## config.mk

```make
export PLATFORM = sky130hd
export DESIGN_NAME = izba_ctrl
export DESIGN_NICKNAME = d
export VERILOG_FILES = /design/src/rtl/izba_pkg.sv /design/src/rtl/izba_ctrl.sv
export SDC_FILE = /design/constraint.sdc
export NUM_CORES = 1
export LEC_CHECK = 0
export ABC_AREA = 1
export BUFFER_PORTS_ARGS = -buffer_cell sky130_fd_sc_hd__buf_2
export CAP_MARGIN = 30
export CORE_AREA = 2 2 39 41
export CTS_CLUSTER_DIAMETER = 30
export CTS_CLUSTER_SIZE = 28
export DETAILED_ROUTE_END_ITERATION = 8
export DIE_AREA = 0 0 41 43
export SYNTH_ARGS = -nofsm -noshare
export SYNTH_HDL_FRONTEND = slang
export SYNTH_SLANG_ARGS = --single-unit
```

## constraint.sdc

```tcl
create_clock -name clock -period 2.45 [get_ports clock]
set_clock_uncertainty 0.1 [all_clocks]
set_input_delay 0.49 -clock clock [delete_from_list [all_inputs] [get_ports clock]]
set_output_delay 0.49 -clock clock [all_outputs]
set_load 0.05 [all_outputs]
```

## src/rtl/izba_pkg.sv

```systemverilog
// Shared types, codes and sizes for the inode and zone bitmap allocator.
`timescale 1ns / 1ps
`default_nettype none

package izba_pkg;

   // Fixed field widths and default sizes.
   localparam int WORD_BITS          = 64;
   localparam int BIT_SEL_W          = 6;
   localparam int NUM_W              = 16;
   localparam int BLKCNT_W           = 4;
   localparam int CSR_INDEX_W        = 3;
   localparam int CSR_DATA_W         = 16;
   localparam int BLOCK_BITS_DEFAULT = 8192;
   localparam int MAP_BLOCKS_DEFAULT = 8;

   // Configuration register indexes.
   localparam logic [CSR_INDEX_W-1:0] CSR_INODE_COUNT      = 3'd0;
   localparam logic [CSR_INDEX_W-1:0] CSR_ZONE_COUNT       = 3'd1;
   localparam logic [CSR_INDEX_W-1:0] CSR_FIRST_DATA_ZONE  = 3'd2;
   localparam logic [CSR_INDEX_W-1:0] CSR_INODE_MAP_BLOCKS = 3'd3;
   localparam logic [CSR_INDEX_W-1:0] CSR_ZONE_MAP_BLOCKS  = 3'd4;

   // Request operations.
   typedef enum logic [1:0] {
      OP_ALLOC_INODE = 2'd0,
      OP_FREE_INODE  = 2'd1,
      OP_ALLOC_ZONE  = 2'd2,
      OP_FREE_ZONE   = 2'd3
   } op_type;

   // Result status codes.
   typedef enum logic [1:0] {
      ST_OK     = 2'd0,
      ST_FULL   = 2'd1,
      ST_RANGE  = 2'd2,
      ST_DOUBLE = 2'd3
   } status_type;

   // Payload of one request transfer.
   typedef struct packed {
      op_type           op;
      logic [NUM_W-1:0] number;
   } req_type;

   // Payload of one result transfer.
   typedef struct packed {
      logic [NUM_W-1:0] granted;
      status_type       status;
   } rsp_type;

   // Commands from the controller to the datapath.
   typedef struct packed {
      logic clear;
      logic load_req;
      logic check;
      logic scan;
      logic free_eval;
      logic rsp_load;
   } cmd_type;

   // Status from the datapath to the controller.
   typedef struct packed {
      logic clear_last;
      logic early_done;
      logic is_alloc;
      logic scan_found;
      logic scan_at_top;
   } sts_type;

endpackage

`default_nettype wire

```

## src/rtl/izba_ctrl.sv

```systemverilog
// Controller: state machine that sequences clearing, checks, word scans and result transfers.
`timescale 1ns / 1ps
`default_nettype none

module izba_ctrl import izba_pkg::*; (
   input  wire logic    clock,
   input  wire logic    reset,
   input  wire logic    req_valid,
   output logic         req_stall,
   output logic         rsp_valid,
   input  wire logic    rsp_stall,
   output cmd_type      cmd,
   input  wire sts_type sts
);

   typedef enum logic [2:0] {
      S_CLEAR,
      S_IDLE,
      S_CHECK,
      S_SCAN,
      S_FREE,
      S_DONE
   } state_type;

   state_type state_ff;
   state_type state_in;
   logic      rsp_valid_ff;
   logic      rsp_valid_in;

   // Next state and commands.
   always_comb begin
      state_in = state_ff;
      cmd      = '0;
      case (state_ff)
         S_CLEAR: begin
            cmd.clear = 1'b1;
            if (sts.clear_last) begin
               state_in = S_IDLE;
            end
         end
         S_IDLE: begin
            if (req_valid) begin
               cmd.load_req = 1'b1;
               state_in     = S_CHECK;
            end
         end
         S_CHECK: begin
            cmd.check = 1'b1;
            if (sts.early_done) begin
               state_in = S_DONE;
            end else if (sts.is_alloc) begin
               state_in = S_SCAN;
            end else begin
               state_in = S_FREE;
            end
         end
         S_SCAN: begin
            cmd.scan = 1'b1;
            if (sts.scan_found || sts.scan_at_top) begin
               state_in = S_DONE;
            end
         end
         S_FREE: begin
            cmd.free_eval = 1'b1;
            state_in      = S_DONE;
         end
         S_DONE: begin
            if (!rsp_valid_ff || !rsp_stall) begin
               cmd.rsp_load = 1'b1;
               state_in     = S_IDLE;
            end
         end
         default: begin
            state_in = S_IDLE;
         end
      endcase
   end

   // Output valid holds until its transfer completes.
   always_comb begin
      if (cmd.rsp_load) begin
         rsp_valid_in = 1'b1;
      end else if (!rsp_stall) begin
         rsp_valid_in = 1'b0;
      end else begin
         rsp_valid_in = rsp_valid_ff;
      end
   end

   always_ff @(posedge clock) begin
      if (reset) begin
         state_ff     <= S_CLEAR;
         rsp_valid_ff <= 1'b0;
      end else begin
         state_ff     <= state_in;
         rsp_valid_ff <= rsp_valid_in;
      end
   end

   assign req_stall = (state_ff != S_IDLE);
   assign rsp_valid = rsp_valid_ff;

endmodule

`default_nettype wire

```

==> results_dict.tcl, run 1 <==
set metrics [dict create \
    wl_per_cell_um 7.81 \
    fillers 166 \
    p_clk_share_pct 14.1 \
    grt_pass1_wl_um 1240 \
    antenna_found_initial 0 \
    switchingPower_w 0.000344 \
    vias 399 \
    ctsResizeCount 0 \
    ios 17 \
    gr-total-overflow 0 \
    area_delta_synth_final_pct 35.2 \
    ir_drop_uv 354 \
    status "completed" \
    nNetsFinal 93 \
    die-area_sq_mm 0.00176 \
    drcViolationCount 0 \
    ys_ff_latch 4 \
    synth_fp_nets 73 \
    ys_seq_area_share_pct 24.5 \
    netlist_instances 64 \
    comb_power_share_pct 65.7 \
    routed_wl_um 765 \
    async_flop_share_pct 0 \
    firstDrtPassIters 4 \
    cts.clk_slew.worst_paths_ns 0.04 \
    cts.htree.levels 1 \
    ctsHoldBuffers 0 \
    coreArea_sq_mm 0.00138 \
    tightest_slew_ns 0.253 \
    num_rows 14 \
    drv_slew 0 \
    finalCritPeriodShare_pct 77.7 \
    critPathRequiredTime_ns 1.86 \
    netlist_top_cells_area "dfxtp_1 25%, nor2_1 20%, nand2_1 17%" \
    r2r_slack_ns 1.14 \
    io_buffers 16 \
    internal-power_w 0.000240 \
    cp-startpoint "state_ff[2]$_SDFFE_PP0P_" \
    cts_buffers 3 \
    cts.path.max_buffers 2 \
    hold_ws_ns 0.318 \
    setup.worst_path.class "flip-flop to primary output" \
    tns_ns 0 \
    layout-drive-gt1-share_pct 25.6 \
    grt_max_degree 8 \
    endpoint "cmd[4]" \
    rr_endpoint "state_ff[1]$_SDFFE_PP0P_" \
    r2r_cells 7 \
    dpl.hpwl_um 625 \
    synth_top_area_cell "dfxtp_1" \
    setup_ws_ns 0.547 \
    crit_path_max_fanout 6 \
    ant_nets 0 \
    arrival_ns 1.31 \
    post-cts-setup-buffer-count 0 \
    hold_viol 0 \
    drtIter0Drc 4 \
    grt.total_usage_pct 10.7 \
    setup_viol 0 \
    die_y_um 43 \
    endpoint_kind "primary output" \
    start_util_pct 23.6 \
    synth-warning-count 0 \
    p_sw_share_pct 58.9 \
    die_w_um 41 \
    ys_types 11 \
    r2r_start "state_ff[1]$_SDFFE_PP0P_" \
    via_per_inst 4.07 \
    leakage_nw 0.300 \
    max_slew_margin_pct 83.3 \
    num_antenna_cells 0 \
    cts_tree "yes" \
    clock-sinks 4 \
    pwr-share-seq_pct 20.2 \
    syn_area_sq_um 327 \
    powerDensity_mw_per_mm2 1320 \
    clkLatencyLatePin_ns 0.24 \
    routabilityCongestion 0.712 \
    worst_hold_path_type "input pin to flip-flop" \
    place_ws_ns 0.792 \
    final_util_pct 31.9 \
    synth_ff_type "dfxtp_1" \
    fmax_mhz 526 \
    synthTopCellsByCount "17 x nor2_1, 15 x nand2_1, 14 x inv_1" \
    synth.most_common_cell "nor2_1" \
    min_period_ns 1.90 \
    synth_enable_flop_cells 0 \
    synth.avg_cell_area_sq_um 5.10 \
    netlist.area_leader.share_pct 24.5 \
    maxCapViolCount 0 \
    grt_pass1_vias 337 \
    rsz0062_at_grt "false" \
    root_buffer "clkbuf_4" \
    startpoint_type "flip-flop" \
]
## final cells by class
class / count / area [sq um] / share of cell area (%)
inverter: 15 / 56.3 / 12.7
timing repair buffer: 16 / 80.1 / 18.1
clock buffer: 3 / 22.5 / 5.10
tap: 16 / 20.0 / 4.53
sequential: 4 / 80.1 / 18.1
multi-input combinational: 44 / 183 / 41.4
## layer usage
metal  GRT usage [%]  up-vias  part of all wire [%]
met5               0        -                     0
met4            8.00        0                     0
met3            4.71        0                   6.3
met2            15.9        9                    49
met1            11.3      164                    45
li1                -      226                     -
## worst max-delay path, cell delays in order (launching register included)
cell and delay, ns:
dfxtp_1 0.32, inv_1 0.15, nand3_1 0.21, nor2_1 0.13, buf_2 0.27
## registers in the layout, summed over array words and instances (netlist names)
| name | cells |
|---|---|
| rsp_valid | 1 |
| state_ff | 3 |
## layout by cell type, fill, tap and decap left out
cell / count
clkbuf_4: 3
inv_1: 14
nand2_1: 15
nor2_2: 1
nand3_1: 7
buf_2: 16
nand4_1: 1
nor3_1: 1
nor2_1: 17
a21oi_1: 2
dfxtp_1: 4
inv_2: 1
## how the worst min path moves through the flow
stage                                        start                       end  slack [ns]  cells after the start
final                                        reset    rsp_valid$_SDFFE_PP0P_        0.32                      2
after global routing                         reset    rsp_valid$_SDFFE_PP0P_        0.31                      2
after CTS                                    reset    rsp_valid$_SDFFE_PP0P_        0.31                      2
after detailed placement    rsp_valid$_SDFFE_PP0P_    rsp_valid$_SDFFE_PP0P_        0.40                      2
after global placement      rsp_valid$_SDFFE_PP0P_    rsp_valid$_SDFFE_PP0P_        0.38                      2
after floorplan           state_ff[2]$_SDFFE_PP0P_  state_ff[2]$_SDFFE_PP0P_        0.39                      2
## power by group through the flow
| stage | clock (W) | combinational, W | sequential (W) |
|---|---|---|---|
| after detailed placement | 0 | 0.000386 | 0.000119 |
| final | 0.0000823 | 0.000384 | 0.000118 |
| after global placement | 0 | 0.000384 | 0.000118 |
| after floorplan | 0 | 0.000309 | 0.000119 |
| after CTS | 0.0000880 | 0.000387 | 0.000118 |
| after global routing | 0.0000962 | 0.000422 | 0.000122 |
## metrics by stage
step	std cells	cell area, sq um	total power, W
after floorplan	64	327	0.000427
after global placement	95	419	0.000503
after detailed placement	95	419	0.000505
after CTS	98	442	0.000592
after global routing	98	442	0.000640
final	98	442	0.000584
## kinds of logic after synthesis
kind of cell,synth area share [%]
DFF,24.5
and+or+nand+nor,52.9
AOI/OAI and AO/OA,3.07
buffers and inverters,19.5
No activity file was read; power rests on OpenSTA's default activity.
==> run 2, diff against run 1 <==
--- a/config.mk
+++ b/config.mk
@@ -5,7 +5,7 @@
 export SDC_FILE = /design/constraint.sdc
 export NUM_CORES = 1
 export LEC_CHECK = 0
-export ABC_AREA = 1
+export ABC_AREA = 0
 export BUFFER_PORTS_ARGS = -buffer_cell sky130_fd_sc_hd__buf_2
 export CAP_MARGIN = 30
 export CORE_AREA = 2 2 39 41
==> constraint.sdc (replaced) <==
create_clock -name clock -period 1.9 [get_ports clock]
set_clock_uncertainty 0.1 [all_clocks]
set_input_delay 0.38 -clock clock [delete_from_list [all_inputs] [get_ports clock]]
set_output_delay 0.38 -clock clock [all_outputs]
set_load 0.05 [all_outputs]
==> results_dict.tcl, run 2 <==
set metrics [dict create \
    cts.htree.levels 1 \
    dp.cells 72 \
    startpoint_type "flip-flop" \
    start_util_pct 22.2 \
    grt_use_met3_pct 6.28 \
    status "completed" \
    ant_nets 0 \
    grt_pass1_wl_um 1180 \
    powerDensity_mw_per_mm2 1040 \
    busiest_layer "met2" \
    netlist_instances 43 \
    setup.worst_path.class "flip-flop to primary output" \
    ctsHoldBuffers 0 \
    use_met2_pct 14.7 \
    layout-drive-gt1-share_pct 40.7 \
    via_per_inst 4.48 \
    internal-power_w 0.000237 \
    switchingPower_w 0.000202 \
    cts.clk_slew.worst_paths_ns 0.04 \
    synth_top_area_cell "dfxtp_1" \
    synth_enable_flop_cells 0 \
    clkLatencyLatePin_ns 0.23 \
    tns_ns 0 \
    largest_reg_flops 3 \
    setup_viol 0 \
    drtIter0Drc 3 \
    arrival_ns 1.30 \
    die_w_um 41 \
    cts_buffers 3 \
    endpoint_kind "primary output" \
    synth.avg_cell_area_sq_um 7.13 \
    grt_max_degree 10 \
    layout_common_cells "14 x buf_2, 5 x inv_1, 5 x nor3_1, 5 x clkbuf_4" \
    maxCapViolCount 0 \
    vias 336 \
    finalNonFillerCells 75 \
    io_buffers 16 \
    min_period_ns 1.78 \
    num_antenna_cells 0 \
    fmax_mhz 563 \
    coreArea_sq_mm 0.00138 \
    cts_tree "yes" \
    fillers 159 \
    use_met1_pct 12.2 \
    max_slew_margin_pct 81.1 \
    netlist.area_leader.share_pct 26.1 \
    async_flop_share_pct 0 \
    syn_area_sq_um 307 \
    final_common_cell "buf_2" \
    drcViolationCount 0 \
    ios 17 \
    netlist_top_cells_area "dfxtp_1 26%, nor3_1 9.8%, inv_1 6.1%" \
    firstDrtPassIters 2 \
    routed_wl_um 749 \
    antenna_found_initial 0 \
    finalCritPeriodShare_pct 93.4 \
    synth_fp_nets 52 \
    gr-total-overflow 0 \
    finalPower_w 0.000439 \
    synth_ff_type "dfxtp_1" \
    grt.total_usage_pct 10.0 \
    rsz0062_at_grt "false" \
    worst_hold_path_type "input pin to flip-flop" \
    ys_seq_area_share_pct 26.1 \
    ys_types 21 \
    nNetsFinal 70 \
    synth-warning-count 0 \
    crit_path_max_fanout 9 \
    p_sw_share_pct 46.0 \
    hold_viol 0 \
    root_buffer "clkbuf_4" \
    area_delta_synth_final_pct 37.6 \
    drv_slew 0 \
    routabilityCongestion 0.750 \
    ir_drop_uv 392 \
    synth.most_common_cell "nor3_1" \
    grt_pass1_vias 306 \
    ys_ff_latch 4 \
    post-cts-setup-buffer-count 0 \
    leakage_nw 0.203 \
    wl_per_cell_um 9.99 \
    tightest_slew_ns 0.280 \
    die-area_sq_mm 0.00176 \
    dpl.hpwl_um 618 \
    p_clk_share_pct 23.9 \
    cts.path.max_buffers 2 \
    comb_power_share_pct 50.4 \
    clock-sinks 4 \
    pwr-share-seq_pct 25.7 \
    die_y_um 43 \
    num_rows 14 \
    synthTopCellsByCount "6 x nor3_1, 5 x inv_1, 4 x dfxtp_1, 4 x nand2_1, 4 x nor2_1" \
    critPathRequiredTime_ns 1.42 \
    regMostFlops "state_ff" \
]
==> run 2: cell count changes in the layout (fill, tap and decap cells not counted), sizes merged, moves of 2 or more <==
cell	delta
clkbuf	+2
nand2	-11
inv	-10
nor2	-14
nor3	+5
a31o	+2
nand3	-6
==> run 2: power groups by stage <==
stage	clock [W]	sequential (W)	combinational, W
after floorplan	0	0.000101	0.000190
final	0.000105	0.000113	0.000221
after CTS	0.000111	0.000112	0.000222
after detailed placement	0	0.000112	0.000220
after global routing	0.000117	0.000115	0.000239
after global placement	0	0.000112	0.000221
==> run 2: worst max-delay path, stage by stage (launching register included) <==
cell      delay (ns)
dfxtp_1         0.46
inv_1           0.16
nor3_2          0.17
clkbuf_4        0.27
==> run 2: kinds of logic (layout without fill, tap and decap cells) <==
group / Yosys count / count (layout) / share of synthesized area (%)
simple gates: 20 / 20 / 34.7
compound gates: 9 / 9 / 20.4
buf+inv: 9 / 25 / 15.5
flops: 4 / 4 / 26.1
mux: 1 / 1 / 3.27
==> run 2: timing repair <==
item,CTS,global route
gates resized for setup,1,3
gates cloned,0,0
endpoints found under the setup margin,1,3
==> run 2: final timing paths <==
path              cells past startpoint  slack [ns]                  endpoint                      from
setup / recovery                      3        0.12                    cmd[1]  state_ff[2]$_SDFFE_PP0P_
setup reg to reg                      5        0.41  state_ff[1]$_SDFFE_PP0P_  state_ff[0]$_SDFFE_PP0P_
hold / removal                        2        0.26    rsp_valid$_SDFFE_PP0P_                     reset
hold reg to reg                       2        0.38    rsp_valid$_SDFFE_PP0P_    rsp_valid$_SDFFE_PP0P_
==> run 2: cell type report <==
class / instances / area (sq um) / area share, %
Multi-Input combinational cell: 30 / 186 / 44.2
Timing Repair Buffer: 17 / 92.6 / 22.0
Sequential cell: 4 / 81.3 / 19.3
Clock buffer: 3 / 22.5 / 5.34
Tap cell: 16 / 20.0 / 4.75
Inverter: 5 / 18.8 / 4.45
==> run 2: per-layer routing <==
layer / vias to the layer above / routed length [um]
li1: 181 / -
met1: 146 / 324
met2: 9 / 370
met3: 0 / 54
met4: 0 / 0
met5: - / 0
==> run 2: metrics by stage <==
step	instance area [sq um]	setup slack, ns	util (%)	hold WS, ns
6_report	422	0.125	30.5	0.260
3_5_place_dp	390	0.254	28.2	0.379
3_3_place_gp	390	0.303	28.2	0.381
4_1_cts	415	0.0579	30.0	0.253
5_1_grt	422	0.0139	30.5	0.272
2_1_floorplan	312	-0.206	-	0.349
==> run 3, diff against run 2 <==
--- a/config.mk
+++ b/config.mk
@@ -6,13 +6,14 @@
 export NUM_CORES = 1
 export LEC_CHECK = 0
 export ABC_AREA = 0
-export BUFFER_PORTS_ARGS = -buffer_cell sky130_fd_sc_hd__buf_2
 export CAP_MARGIN = 30
 export CORE_AREA = 2 2 39 41
 export CTS_CLUSTER_DIAMETER = 30
 export CTS_CLUSTER_SIZE = 28
 export DETAILED_ROUTE_END_ITERATION = 8
 export DIE_AREA = 0 0 41 43
+export DONT_BUFFER_PORTS = 1
+export SKIP_CTS_REPAIR_TIMING = 1
 export SYNTH_ARGS = -nofsm -noshare
 export SYNTH_HDL_FRONTEND = slang
 export SYNTH_SLANG_ARGS = --single-unit
==> constraint.sdc (replaced) <==
create_clock -name clock -period 2.2 [get_ports clock]
set_clock_uncertainty 0.1 [all_clocks]
set_input_delay 0.44 -clock clock [delete_from_list [all_inputs] [get_ports clock]]
set_output_delay 0.44 -clock clock [all_outputs]
set_load 0.05 [all_outputs]
==> results_dict.tcl, run 3 (same netlist as run 2, synthesis figures left out) <==
set metrics [dict create \
    grt.total_usage_pct 9.84 \
    ios 17 \
    grt_pass1_vias 304 \
    routabilityCongestion 0.717 \
    maxCapViolCount 0 \
    leakage_nw 0.165 \
    cts_tree "yes" \
    hold_viol 0 \
    min_period_ns 1.96 \
    grt_pass1_wl_um 1150 \
    crit_path_max_fanout 9 \
    cts.clk_slew.worst_paths_ns 0.04 \
    drcViolationCount 0 \
    multiInputGateArea_sq_um 189 \
    io_buffers 0 \
    largest_reg_flops 3 \
    ant_nets 0 \
    nNetsFinal 60 \
    cts.path.max_buffers 2 \
    max_slew_margin_pct 67.3 \
    setup_viol 0 \
    seq_area_sq_um 80.1 \
    die_y_um 43 \
    gr-total-overflow 0 \
    status "completed" \
    arrival_ns 1.42 \
    tightest_slew_ns 0.492 \
    via_per_inst 4.77 \
    layout_common_cells "7 x buf_4, 5 x inv_1" \
    die_w_um 41 \
    firstDrtPassIters 3 \
    cts.htree.levels 1 \
    layout-drive-gt1-share_pct 26.5 \
    cts_buffers 3 \
    endpoint_kind "primary output" \
    powerDensity_mw_per_mm2 976 \
    start_util_pct 22.2 \
    root_buffer "clkbuf_4" \
    grt_max_degree 10 \
    dpl.hpwl_um 632 \
    drv_slew 0 \
    tns_ns 0 \
    critPathRequiredTime_ns 1.66 \
    rsz0062_at_grt "false" \
    startpoint_type "flip-flop" \
    ir_drop_uv 323 \
    antenna_found_initial 0 \
    drtIter0Drc 1 \
    dp.cells 62 \
    setup.worst_path.class "flip-flop to primary output" \
    finalCritPeriodShare_pct 89.3 \
    worst_hold_path_type "input pin to flip-flop" \
    clock-sinks 4 \
    final_common_cell "buf_4" \
    regMostFlops "state_ff" \
    num_rows 14 \
    finalNonFillerCells 65 \
    clkLatencyLatePin_ns 0.23 \
    fillers 165 \
    coreArea_sq_mm 0.00138 \
    num_antenna_cells 0 \
    die-area_sq_mm 0.00176 \
    wl_per_cell_um 11.6 \
    area_delta_synth_final_pct 24.9 \
    routed_wl_um 754 \
    vias 310 \
    fmax_mhz 509 \
]
[run 3: routing by layer]
metal	part of all wire, %	GRT usage, %
met1	40	9.32
met2	52	16.3
met3	8.2	4.19
met4	0	6.00
met5	0	0
[run 3: area by class of cell]
| type | instances | area share (%) |
|---|---|---|
| multi-input combinational | 30 | 49.3 |
| tap | 16 | 5.23 |
| sequential | 4 | 20.9 |
| inverter | 5 | 4.90 |
| clock buffer | 3 | 5.88 |
| timing repair buffer | 7 | 13.7 |
[run 3: path summary, 6_finish.rpt]
check             cells after the start                       end  slack [ns]                      from
hold reg to reg                       2    rsp_valid$_SDFFE_PP0P_        0.38    rsp_valid$_SDFFE_PP0P_
setup reg to reg                      4  state_ff[2]$_SDFFE_PP0P_        0.69  state_ff[0]$_SDFFE_PP0P_
setup / recovery                      2                    cmd[4]        0.24  state_ff[1]$_SDFFE_PP0P_
hold / removal                        1    rsp_valid$_SDFFE_PP0P_        0.17                     reset
[run 3: critical path, cell delays in order (launching register included)]
cell and delay [ns]:
dfxtp_1 0.39, nor2b_1 0.28, and3_1 0.52
[run 3: stage by stage]
stage,power (W),hold WS [ns],util (%),cell area [sq um],setup slack (ns)
floorplan,0.000250,0.409,-,307,0.0226
global placement,0.000283,0.368,26.0,360,0.529
detailed placement,0.000285,0.380,26.0,360,0.483
CTS,0.000380,0.165,27.7,383,0.227
global route,0.000397,0.159,27.7,383,0.177
finish,0.000374,0.172,27.7,383,0.236
[run 3: power by group]
part / internal, W / leakage (nW) / total [W] / switching [W]
Combinational: 0.0000583 / 0.119 / 0.000186 / 0.000128
Sequential: 0.0000825 / 0.0327 / 0.0000973 / 0.0000148
Clock: 0.0000609 / 0.0138 / 0.0000900 / 0.0000291
Total: 0.000202 / 0.165 / 0.000374 / 0.000172
